[src/hw/rtl/soa_pkg.sv]
// Shared constants, payload types and control types of the slab object allocator.
`timescale 1ns / 1ps
package soa_pkg;

   // Pool geometry.
   localparam int POOL_SLABS   = 16;
   localparam int MAX_OBJECTS  = 512;
   localparam int HEADER_BYTES = 32;
   localparam int PAGE_SHIFT   = 12;

   // Fixed field widths.
   localparam int ADDR_W     = 26;
   localparam int BYTES_W    = 19;
   localparam int ORDER_W    = 4;
   localparam int OPS_W      = 10;
   localparam int RELEASED_W = 5;
   localparam int FUNC_W     = 2;
   localparam int CSR_IDX_W  = 2;
   localparam int CSR_W      = 19;
   localparam int SHIFT_W    = 5;
   localparam int MIN_BYTES  = 8;

   // Derived widths.
   localparam int SLAB_IW    = (POOL_SLABS > 1) ? $clog2(POOL_SLABS) : 1;
   localparam int LINK_W     = $clog2(POOL_SLABS + 1);
   localparam int OBJ_IW     = (MAX_OBJECTS > 1) ? $clog2(MAX_OBJECTS) : 1;
   localparam int CNT_W      = $clog2(MAX_OBJECTS + 1);
   localparam int MEM_AW     = SLAB_IW + OBJ_IW;
   localparam int MEM_DEPTH  = POOL_SLABS * MAX_OBJECTS;
   localparam int PROD_W     = CNT_W + BYTES_W;
   localparam int DIV_CNT_W  = $clog2(ADDR_W + 1);

   localparam logic [LINK_W-1:0] NIL_SLAB = LINK_W'(POOL_SLABS);

   // Request function codes.
   localparam logic [FUNC_W-1:0] FUNC_ALLOC   = 2'd0;
   localparam logic [FUNC_W-1:0] FUNC_FREE    = 2'd1;
   localparam logic [FUNC_W-1:0] FUNC_SHRINK  = 2'd2;
   localparam logic [FUNC_W-1:0] FUNC_RELEASE = 2'd3;

   // Slab list kinds.
   localparam logic [1:0] KIND_EMPTY   = 2'd0;
   localparam logic [1:0] KIND_PARTIAL = 2'd1;
   localparam logic [1:0] KIND_FULL    = 2'd2;

   // Register indexes.
   localparam logic [CSR_IDX_W-1:0] CSR_OBJECT_BYTES     = 2'd0;
   localparam logic [CSR_IDX_W-1:0] CSR_SLAB_ORDER       = 2'd1;
   localparam logic [CSR_IDX_W-1:0] CSR_OBJECTS_PER_SLAB = 2'd2;

   typedef struct packed {
      logic [FUNC_W-1:0] func;
      logic [ADDR_W-1:0] free_address;
   } req_type;

   typedef struct packed {
      logic [ADDR_W-1:0]     object_address;
      logic                  status;
      logic [RELEASED_W-1:0] slabs_released;
   } rsp_type;

   // Datapath commands issued by the controller.
   typedef enum logic [3:0] {
      CMD_IDLE,
      CMD_LOAD,
      CMD_SELECT,
      CMD_PUSH,
      CMD_INIT,
      CMD_READ,
      CMD_ALLOC,
      CMD_FCHECK,
      CMD_DIVIDE,
      CMD_FREE,
      CMD_MOVE,
      CMD_UNLINK,
      CMD_SHRINK,
      CMD_RELEASE,
      CMD_RESP
   } cmd_type;

   // Datapath status seen by the controller.
   typedef struct packed {
      logic [FUNC_W-1:0] func;
      logic              list_hit;
      logic              free_found;
      logic              init_last;
      logic              free_ok;
      logic              div_done;
      logic              move_needed;
      logic              shrink_done;
      logic              rsp_busy;
   } status_type;

endpackage

[src/hw/rtl/soa_ctrl.sv]
// Controller state machine that sequences each allocator transaction.
`timescale 1ns / 1ps
module soa_ctrl (
   input  logic                clock,
   input  logic                reset,
   input  logic                req_valid,
   output logic                req_stall,
   input  soa_pkg::status_type status,
   output soa_pkg::cmd_type    cmd
);

   typedef enum logic [15:0] {
      ST_IDLE     = 16'h0001,
      ST_DISPATCH = 16'h0002,
      ST_SELECT   = 16'h0004,
      ST_CLAIM    = 16'h0008,
      ST_INIT     = 16'h0010,
      ST_READ     = 16'h0020,
      ST_ALLOC    = 16'h0040,
      ST_FCHECK   = 16'h0080,
      ST_DIVIDE   = 16'h0100,
      ST_FREE     = 16'h0200,
      ST_MOVE     = 16'h0400,
      ST_UNLINK   = 16'h0800,
      ST_PUSH     = 16'h1000,
      ST_SHRINK   = 16'h2000,
      ST_RELEASE  = 16'h4000,
      ST_RESP     = 16'h8000
   } state_type;

   state_type state_ff;
   state_type state_in;

   // Next state and the command for the datapath.
   always_comb begin
      state_in = state_ff;
      cmd      = soa_pkg::CMD_IDLE;
      case (state_ff)
         ST_IDLE: begin
            if (req_valid) begin
               cmd      = soa_pkg::CMD_LOAD;
               state_in = ST_DISPATCH;
            end
         end
         ST_DISPATCH: begin
            case (status.func)
               soa_pkg::FUNC_ALLOC:  state_in = ST_SELECT;
               soa_pkg::FUNC_FREE:   state_in = ST_FCHECK;
               soa_pkg::FUNC_SHRINK: state_in = ST_SHRINK;
               default:              state_in = ST_RELEASE;
            endcase
         end
         ST_SELECT: begin
            cmd = soa_pkg::CMD_SELECT;
            if (status.list_hit) begin
               state_in = ST_READ;
            end else if (status.free_found) begin
               state_in = ST_CLAIM;
            end else begin
               state_in = ST_RESP;
            end
         end
         ST_CLAIM: begin
            cmd      = soa_pkg::CMD_PUSH;
            state_in = ST_INIT;
         end
         ST_INIT: begin
            cmd = soa_pkg::CMD_INIT;
            if (status.init_last) begin
               state_in = ST_READ;
            end
         end
         ST_READ: begin
            cmd      = soa_pkg::CMD_READ;
            state_in = ST_ALLOC;
         end
         ST_ALLOC: begin
            cmd      = soa_pkg::CMD_ALLOC;
            state_in = ST_MOVE;
         end
         ST_FCHECK: begin
            cmd      = soa_pkg::CMD_FCHECK;
            state_in = status.free_ok ? ST_DIVIDE : ST_RESP;
         end
         ST_DIVIDE: begin
            cmd = soa_pkg::CMD_DIVIDE;
            if (status.div_done) begin
               state_in = ST_FREE;
            end
         end
         ST_FREE: begin
            cmd      = soa_pkg::CMD_FREE;
            state_in = ST_MOVE;
         end
         ST_MOVE: begin
            cmd      = soa_pkg::CMD_MOVE;
            state_in = status.move_needed ? ST_UNLINK : ST_RESP;
         end
         ST_UNLINK: begin
            cmd      = soa_pkg::CMD_UNLINK;
            state_in = ST_PUSH;
         end
         ST_PUSH: begin
            cmd      = soa_pkg::CMD_PUSH;
            state_in = ST_RESP;
         end
         ST_SHRINK: begin
            cmd = soa_pkg::CMD_SHRINK;
            if (status.shrink_done) begin
               state_in = ST_RESP;
            end
         end
         ST_RELEASE: begin
            cmd      = soa_pkg::CMD_RELEASE;
            state_in = ST_RESP;
         end
         ST_RESP: begin
            cmd = soa_pkg::CMD_RESP;
            if (!status.rsp_busy) begin
               state_in = ST_IDLE;
            end
         end
         default: begin
            state_in = ST_IDLE;
         end
      endcase
   end

   always_ff @(posedge clock) begin
      if (reset) begin
         state_ff <= ST_IDLE;
      end else begin
         state_ff <= state_in;
      end
   end

   assign req_stall = state_ff != ST_IDLE;

endmodule

[config.mk]
export PLATFORM = sky130hd
export DESIGN_NAME = soa_ctrl
export DESIGN_NICKNAME = d
export VERILOG_FILES = /design/src/hw/rtl/soa_pkg.sv /design/src/hw/rtl/soa_ctrl.sv
export SDC_FILE = /design/constraint.sdc
export NUM_CORES = 1
export LEC_CHECK = 0
export BUFFER_PORTS_ARGS = -buffer_cell sky130_fd_sc_hd__clkbuf_2
export CAP_MARGIN = 20
export CORE_UTILIZATION = 45
export DETAILED_ROUTE_END_ITERATION = 12
export GPL_ROUTABILITY_DRIVEN = 0
export PLACE_DENSITY = 0.73
export SLEW_MARGIN = 10
export SYNTH_ARGS = -nofsm -noshare
export SYNTH_HDL_FRONTEND = slang
export SYNTH_SLANG_ARGS = --single-unit
[constraint.sdc]
create_clock -name clock -period 3.05 [get_ports clock]
set_input_delay 0.4575 -clock clock [delete_from_list [all_inputs] [get_ports clock]]
set_output_delay 0.4575 -clock clock [all_outputs]
set_load 0.005 [all_outputs]
Word level (Yosys, flattened, before mapping)
Index checks and enable logic that the tools add are counted.
Widths: inputs -> output; s select.

storage, ports and cells
  register bits after elaboration = 16

cells by class
  equal/unequal tests = 24
  mux-type cells = 13
  reduce and logical (&&, ||, !) cells = 5

operators by type and width
  kind                  number
  $pmux 16 s14          1
  $mux 16               9
  $pmux 4 s14           1
  $pmux 15 s3           1
  $eq 16x1->1 const B   1
  $eq 16x10->1 const B  1
  $eq 16x11->1 const B  1
  $eq 16x12->1 const B  1
  $eq 16x13->1 const B  1
  $eq 16x14->1 const B  1
  $eq 16x15->1 const B  1
  $eq 16x16->1 const B  1
  $eq 16x2->1 const B   1
  $eq 16x3->1 const B   1
  $eq 16x4->1 const B   1
  $eq 16x5->1 const B   1
  $eq 16x6->1 const B   1
  $eq 16x7->1 const B   1
  $eq 16x8->1 const B   1
  $eq 16x9->1 const B   1
  $ne 16x1->1 const B   1
  $ne 2x2->1 const B    5
  $reduce_or 2->1       3
  $reduce_and 5->1      1
  other kinds (4)       4

Depth between registers and ports, before layout
Gate-level depths: netlist of the first run.

  depth after elaboration = 3
  mapped depth = 7
  depth with buffers taken out = 5

Least setup slack after synthesis of the first run
No wires, ideal clock.

  kind = register to output
  from = register state_ff[6]
  to = output port cmd[3]
  arrival = 1738 ps
  required time = 2592 ps
  path slack = 855 ps
  stages on the path, launching flop included = 6
  path through = dfxtp_1 -> buf_6 -> or4_1 -> buf_2 -> or4_4 -> o21ai_0

between the ends
  cells in the longest elaborated chain, start to end = 3
  elaborated cells on any way between the ends = 17
  classes of those cells = 15 x eq/ne; 1 x mux; 1 x reduce/logical

RTL lines
  item                                                line             text
  from (decl)                                         soa_ctrl.sv:31   state_type state_ff;
  from (signal assigned)                              soa_ctrl.sv:133  state_ff <= state_in;
  $eq 16x13->1 / $eq 16x4->1 (equally long branches)  soa_ctrl.sv:38   case (state_ff)
  $reduce_or 2->1 (no line)                           n/a
  $pmux 4 s14 *                                       soa_ctrl.sv:38
  to (decl)                                           soa_ctrl.sv:9    output soa_pkg::cmd_type cmd

Mark *: on every way between the ends. The rest lies on a longest branch, timed or not.

Worst setup path in the final report of the first run
  from = register state_ff[11]
  to = output port cmd[3]

Same word-level chain as after synthesis.

==> results of run 1 <==
power by group through the flow:
stage / Combinational, uW / Sequential, uW / Clock, uW
floorplan: 93.2 / 229 / 0
global placement: 147 / 232 / 0
detailed placement: 149 / 233 / 0
CTS: 150 / 228 / 147
global route: 165 / 231 / 159
finish: 151 / 230 / 147
area by class of cell:
cell class                      count  share of cell area (%)
Timing Repair Buffer               21                    8.94
Inverter                            2                   0.583
Tap cell                           30                    2.92
Multi-Input combinational cell    122                    59.9
Clock buffer                        4                    2.82
Sequential cell                    16                    24.9
layer usage:
metal  up-vias  GRT usage (%)  routed length, um
met5         -              0                  0
met4         0           10.1                 57
met3         7           4.35                267
met2        52           39.0               1510
met1       560           34.5               1350
li1        607              -                  -
cell usage after synthesis, types with 2 or more instances:
library cell  instances
dfxtp_1              16
o21ai_0               5
nor2_1               19
o21bai_1              2
buf_2                 6
xor2_1                2
nand2_1               8
nor4_1               12
or3_1                 4
nor3_1               13
or3b_2                2
inv_1                 2
nand3_1               6
xnor2_1               6
nor4b_1               4
nand4_1               6
or4b_2                3
clkbuf_1              5
or4_1                 4
a21oi_1               3
nand2b_1              2
stage by stage:
step	power (uW)	cells	setup WS [ps]
detailed placement	382	191	686
floorplan	323	152	855
global route	556	195	241
global placement	380	191	722
finish	528	195	352
CTS	525	195	349
worst paths after layout:
| path | startpoint | endpoint | slack [ps] | cells past startpoint |
|---|---|---|---|---|
| min reg2reg | state_ff[5]$_SDFFE_PP0P_ | state_ff[6]$_SDFFE_PP0P_ | 570 | 2 |
| min | status[8] | state_ff[2]$_SDFFE_PP0P_ | 350 | 2 |
| max | state_ff[11]$_SDFFE_PP0P_ | cmd[3] | 350 | 4 |
| max reg2reg | state_ff[11]$_SDFFE_PP0P_ | state_ff[0]$_SDFFE_PP1P_ | 680 | 5 |
cells by family (layout without fill, tap and decap cells):
logic type | Yosys count | count (layout) | share of synthesized area (%)
flops | 16 | 16 | 27.6
xor+xnor | 8 | 8 | 6.05
simple gates | 91 | 91 | 45.6
buf+inv | 14 | 27 | 5.83
compound gates | 23 | 23 | 14.9
==> metrics.txt, run 1 <==
status completed; area occupied by registers 320 um2; Core Rows 18; P_int 356 uW; Die Height 52.7 um; top post-synthesis cells by area dfxtp_1, nor4_1, nor2_1; #FFs+latches synth 16; fin crit share 88.5%; Setup CP Type flop to output pin; Min Hold Slack 355 ps; maxcap violations 0; EDFF count, synth 0; commonest non-fill, non-tap cell in the layout nor2_1; final hold vios 0; largest net degree at the start of global routing 15; most frequent cells in the layout nor2_1, clkbuf_2, dfxtp_1; DRT iter0 DRCs 61; Final Skew 4.44 ps; CP Cell Sequence or4_1 > or4_4 > o21ai_0 > clkbuf_2; switching power 173 uW; Top Family by Delay on Critical Path simple AND/OR/NAND/NOR gates; CP Capture Type output pin; Routed WL 3.18 mm; Sum Neg Setup Slack 0 ps; max_slew headroom 60.4%; Max FO, Critical Path 11; Total Routing Usage GR 25.3%; fin crit period 2700 ps; total nets after synthesis 165; worst IR drop on VDD 354 uV; measured slew at the worst slew-check pin 589 ps; clock root buffer master clkbuf_4; multi-input logic area 771 um2; cts repair resizes 0; TritonCTS Buffers 3; initial antenna violation count 0; Post-Synthesis Mean Instance Area 7.62 um2; Routed WL per cell 16.3 um; Hold-fix buffers, CTS 0; Sw Share 32.7%; Clock power frac 27.9%; Finished Cell Area 1290 um2; fillers 249; DR vias 1226; Async SR Flop Fraction 0%; ys flop type dfxtp_1; biggest regs state_ff: 16 flops; core area 2450 um2; post-synthesis cell type count 43; die footprint 2780 um2; Max Clock Freq 371 MHz; # clock sinks 16; Inserted Diodes 0; mapped cell area 1160 um2; largest area contributor in the netlist dfxtp_1; Area after DPL 1250 um2; sequential share of power 43.4%; Yosys top cell area share 27.6%; Detail Route Antenna Nets 0; Slew Limit Fails 0; pwr dens 410 nW/um2; max reg flops 16; CP max-delay cell or4_1; IO buf count 17; CP required 2590 ps; register area share after synthesis 27.6%; Logic pwr share 28.7%; nets 179; Initial Util 47.2%; die span in x 52.7 um; layout cells sized above 1 21.2%; vias in the first global route 1043; Post-Syn Instances 152; Area growth syn-to-layout 11.1%; first-pass GRT wire length 5.04 mm; final setup vio count 0; CTS tree yes; Ys Warns 0; RSZ-0062 raised after global routing false; Worst setup SP type flop; crit-path max cell delay 660 ps; arrival time worst endpoint 2240 ps; H-tree depth 1; Buf/Inv on CP 1; Setup Fix Bufs, Post-CTS 0; HP Class input pin to flop; DP HPWL 2.39 mm; Worst-path clk slew 100 ps; vias per inst 6.29; final core occ 52.4%; DRC 0; IO Count 18; static leakage 0.000525 uW; clk buf depth 2; DRT Pass-1 Iters 4; worst-skew pair later-pin latency 300 ps; Largest Register state_ff; Overflow after GRT 0
Power figures use the tool's default switching activity.
==> inputs of run 2 (changes only) <==
- clock period: 3.05 -> 2.98 ns (I/O delays scaled with it)
==> metrics.txt, run 2 (synthesis gave the netlist of run 1 again) <==
measured slew at the worst slew-check pin 491 ps (was 589 ps); TritonCTS Buffers 3 (unchanged); flop-to-flop setup slack 620 ps (was 680 ps); non-filler cells, final 195 (unchanged); Overflow after GRT 0 (unchanged); Max Clock Freq 371 MHz; worst IR drop on VDD 387 uV (was 354 uV); largest net degree at the start of global routing 15 (unchanged); clock root buffer master clkbuf_4 (unchanged); max_slew headroom 66.9% (was 60.4%); pwr dens 418 nW/um2 (was 410 nW/um2); crit-path max cell delay 670 ps (was 660 ps); HP Class input pin to flop (unchanged); WHS Path Cells 2 (unchanged); Final Skew 0.407 ps (was 4.44 ps); Worst-path clk slew 100 ps (about the same); Clock power frac 27.3% (was 27.9%); Sum Neg Setup Slack 0 ps (unchanged); RSZ-0062 raised after global routing false (unchanged); nets 179 (unchanged); worst-skew pair later-pin latency 290 ps (was 300 ps); max reg flops 16 (unchanged); Routed WL per cell 16.3 um (about the same); Largest Register state_ff (unchanged); # clock sinks 16 (unchanged); IO buf count 17 (unchanged); reg-to-reg critical path endpoint state_ff[0]$_SDFFE_PP1P_ (unchanged); CP Cell Sequence or4_1 > or4_4 > o21ai_0 > clkbuf_2 (unchanged); layout cells sized above 1 21.2% (unchanged); static leakage 0.000525 uW (unchanged); Sw Share 32.4% (was 32.7%); Setup Fix Bufs, Post-CTS 0 (unchanged); CP max-delay cell or4_1 (unchanged); DRT iter0 DRCs 87 (was 61); die span in x 52.7 um (unchanged); Max FO, Critical Path 11 (unchanged); Initial Util 47.2% (unchanged); Hold-fix buffers, CTS 0 (unchanged); Inserted Diodes 0 (unchanged); DRC 0 (unchanged); clk buf depth 2 (unchanged); IO Count 18 (unchanged); H-tree depth 1 (unchanged); CP required 2530 ps (was 2590 ps); P_int 364 uW (was 356 uW); Logic pwr share 29.0% (was 28.7%); final setup vio count 0 (unchanged); Detail Route Antenna Nets 0 (unchanged); WHS Endpoint state_ff[2]$_SDFFE_PP0P_ (unchanged); Hold Crit Start status[8] (unchanged); switching power 175 uW (was 173 uW); cts repair resizes 0 (unchanged); CP Capture Type output pin (unchanged); first-pass GRT wire length 5.18 mm (was 5.04 mm); DRT Pass-1 Iters 4 (unchanged); r2r startpoint state_ff[11]$_SDFFE_PP0P_ (unchanged); CTS tree yes (unchanged); initial antenna violation count 0 (unchanged); status completed (unchanged); DP HPWL 2.32 mm (was 2.39 mm); fin crit period 2700 ps; Slew Limit Fails 0 (unchanged); vias per inst 6.44 (was 6.29); r2r worst-path depth 5 (unchanged); DR vias 1255 (was 1226); cell count after placement 191 (unchanged); die footprint 2780 um2 (unchanged); commonest non-fill, non-tap cell in the layout nor2_1 (unchanged); fin crit share 90.5%; sequential share of power 43.6% (was 43.4%); maxcap violations 0 (unchanged); vias in the first global route 1060 (was 1043); Area growth syn-to-layout 11.1% (unchanged); Worst setup SP type flop (unchanged); Routed WL 3.18 mm (about the same); Core Rows 18 (unchanged); Die Height 52.7 um (unchanged); final hold vios 0 (unchanged); core area 2450 um2 (unchanged); most frequent cells in the layout nor2_1, clkbuf_2, dfxtp_1 (unchanged); Setup CP Type flop to output pin (unchanged); biggest regs state_ff: 16 flops (unchanged); arrival time worst endpoint 2250 ps (was 2240 ps); Total Routing Usage GR 25.8% (was 25.3%)
==> run 2: worst max path at each step <==
stage | slack [ps] | endpoint | startpoint | cells past startpoint
CTS | 280 | cmd[3] | state_ff[11]$_SDFFE_PP0P_ | 4
detailed placement | 620 | cmd[3] | state_ff[6]$_SDFFE_PP0P_ | 4
floorplan | 800 | cmd[3] | state_ff[6]$_SDFFE_PP0P_ | 5
finish | 280 | cmd[3] | state_ff[11]$_SDFFE_PP0P_ | 4
global placement | 670 | cmd[3] | state_ff[6]$_SDFFE_PP0P_ | 4
global route | 160 | cmd[3] | state_ff[6]$_SDFFE_PP0P_ | 4
==> run 2: layout make-up <==
type / count / area [um2]
Clock buffer: 4 / 36.3
Fill cell: 235 / 1170
Inverter: 2 / 7.51
Multi-Input combinational cell: 122 / 771
Sequential cell: 16 / 320
Tap cell: 30 / 37.5
Timing Repair Buffer: 21 / 115
==> run 2: routing by layer <==
| layer | wire length, um | global-route usage (%) | up-vias |
|---|---|---|---|
| met5 | 0 | 0 | - |
| met1 | 1350 | 35.3 | 564 |
| met4 | 69 | 7.46 | 0 |
| met3 | 247 | 4.64 | 11 |
| li1 | - | - | 605 |
| met2 | 1520 | 40.7 | 75 |
==> run 2: through the flow <==
stage / setup slack, ps / cell area (um2) / total power (uW) / utilization (%) / hold slack (ps)
6_report: 282 / 1290 / 538 / 52.4 / 351
5_1_grt: 164 / 1290 / 568 / 52.4 / 342
4_1_cts: 280 / 1290 / 540 / 52.4 / 347
3_5_place_dp: 622 / 1250 / 390 / 51.0 / 577
3_3_place_gp: 666 / 1250 / 387 / 51.0 / 555
2_1_floorplan: 795 / 1160 / 330 / - / 522
==> run 2: power by group through the flow <==
stage / Combinational, uW / Sequential, uW / Clock, uW
floorplan: 95.4 / 235 / 0
global placement: 149 / 238 / 0
detailed placement: 151 / 239 / 0
CTS: 154 / 234 / 152
global route: 170 / 235 / 163
finish: 156 / 235 / 147
==> run 2: worst max-delay path: cells and delay by family (launching register included) <==
family / cells / cell delay, ps
simple gates: 2 / 1230
compound gates: 1 / 180
buf+inv: 1 / 130
flops: 1 / 420
==> inputs of run 3 (changes only) <==
- PLACE_DENSITY: 0.73 -> 0.66
==> metrics.txt, run 3 (synthesis gave the netlist of run 1 again) <==
status completed (unchanged); # clock sinks 16 (unchanged); static leakage 0.000525 uW (unchanged); H-tree depth 1 (unchanged); Inserted Diodes 0 (unchanged); CP Cell Sequence or4_1 > or4_4 > o21ai_0 > clkbuf_2 (unchanged); Final Skew 1.30 ps (was 0.407 ps); Routed WL per cell 15.4 um (was 16.3 um); WHS Path Cells 2 (unchanged); clk buf depth 2 (unchanged); WHS Endpoint state_ff[7]$_SDFFE_PP0P_ (was state_ff[2]$_SDFFE_PP0P_); reg-to-reg critical path endpoint state_ff[0]$_SDFFE_PP1P_ (unchanged); worst IR drop on VDD 373 uV (was 387 uV); Buf/Inv on CP 1 (unchanged); Sum Neg Setup Slack 0 ps (unchanged); Max FO, Critical Path 11 (unchanged); arrival time worst endpoint 2260 ps (was 2250 ps); vias in the first global route 1052 (was 1060); first-pass GRT wire length 5.00 mm (was 5.18 mm); RSZ-0062 raised after global routing false (unchanged); measured slew at the worst slew-check pin 425 ps (was 491 ps); Die Height 52.7 um (unchanged); Hold-fix buffers, CTS 0 (unchanged); core area 2450 um2 (unchanged); r2r startpoint state_ff[11]$_SDFFE_PP0P_ (unchanged); maxcap violations 0 (unchanged); layout cells sized above 1 21.2% (unchanged); cts repair resizes 0 (unchanged); pwr dens 417 nW/um2 (was 418 nW/um2); Overflow after GRT 0 (unchanged); r2r worst-path depth 5 (unchanged); crit-path max cell delay 670 ps (about the same); CTS tree yes (unchanged); die footprint 2780 um2 (unchanged); Initial Util 47.2% (unchanged); largest net degree at the start of global routing 15 (unchanged); Core Rows 18 (unchanged); Area after DPL 1250 um2 (unchanged); Detail Route Antenna Nets 0 (unchanged); final hold vios 0 (unchanged); IO buf count 17 (unchanged); Area growth syn-to-layout 11.1% (unchanged); worst-skew pair later-pin latency 290 ps (about the same); vias per inst 6.25 (was 6.44); Largest Register state_ff (unchanged); DRT iter0 DRCs 91 (was 87); fin crit period 2700 ps (about the same); Routed WL 3.00 mm (was 3.18 mm); HP Class input pin to flop (unchanged); CP required 2530 ps (about the same); TritonCTS Buffers 3 (unchanged); final setup vio count 0 (unchanged); biggest regs state_ff: 16 flops (unchanged); Worst setup SP type flop (unchanged); commonest non-fill, non-tap cell in the layout nor2_1 (unchanged); Max Clock Freq 370 MHz (was 371 MHz); die span in x 52.7 um (unchanged); Finished Cell Area 1290 um2 (unchanged); DRC 0 (unchanged); max reg flops 16 (unchanged); flop-to-flop setup slack 630 ps (was 620 ps); Total Routing Usage GR 24.8% (was 25.8%); Slew Limit Fails 0 (unchanged); DRT Pass-1 Iters 5 (was 4); Top Family by Delay on Critical Path simple AND/OR/NAND/NOR gates (unchanged); clock root buffer master clkbuf_4 (unchanged); nets 179 (unchanged); CP Capture Type output pin (unchanged); most frequent cells in the layout nor2_1, clkbuf_2, dfxtp_1 (unchanged); Setup CP Type flop to output pin (unchanged); IO Count 18 (unchanged); Setup Fix Bufs, Post-CTS 0 (unchanged); DR vias 1219 (was 1255); Hold Crit Start status[9] (was status[8]); Worst-path clk slew 100 ps (about the same); fin crit share 90.8% (was 90.5%); initial antenna violation count 0 (unchanged); max_slew headroom 71.4% (was 66.9%); DP HPWL 2.26 mm (was 2.32 mm); CP max-delay cell or4_1 (unchanged)
==> run 3: worst reg2reg max path, cell delays in order, from the launching register on <==
cell and delay, ps:
dfxtp_1 430, or4_1 670, or4_4 550, o32ai_2 290, or3_2 220, o31ai_1 80
==> run 3: area by class of cell <==
cell class / count / area [um2]
Fill cell: 230 / 1170
Multi-Input combinational cell: 122 / 771
Sequential cell: 16 / 320
Timing Repair Buffer: 21 / 115
Tap cell: 30 / 37.5
Clock buffer: 4 / 36.3
Inverter: 2 / 7.51
==> run 3: metrics by stage <==
step	util [%]	hold slack, ps	setup WS [ps]	total power, uW	cells
detailed placement	51.0	566	589	390	191
global placement	51.0	564	647	391	191
floorplan	-	522	795	330	152
global route	52.4	344	118	566	195
finish	52.4	355	275	537	195
CTS	52.4	351	266	535	195
==> run 3: worst max-delay path by stage <==
stage	start	endpoint	slack [ps]	cells after the start
after global placement	state_ff[11]$_SDFFE_PP0P_	cmd[3]	650	4
after floorplan	state_ff[6]$_SDFFE_PP0P_	cmd[3]	800	5
after CTS	state_ff[11]$_SDFFE_PP0P_	cmd[3]	270	4
after detailed placement	state_ff[11]$_SDFFE_PP0P_	cmd[3]	590	4
after global routing	state_ff[11]$_SDFFE_PP0P_	cmd[3]	120	4
final	state_ff[11]$_SDFFE_PP0P_	cmd[3]	280	4
==> run 3: report_power, final <==
| part | internal [uW] | total [uW] | switching (uW) |
|---|---|---|---|
| sequential | 221 | 235 | 14.0 |
| combinational | 67.8 | 154 | 86.3 |
| clock | 74.5 | 147 | 72.7 |
==> run 3: metal layers <==
layer	GRT usage [%]	routed length, um	vias to the layer above	part of all wire [%]
met5	0	0	-	0
met4	7.46	51	0	1.7
met3	5.22	218	9	7.3
met2	37.6	1350	60	45
met1	34.7	1380	548	46
li1	-	-	602	-
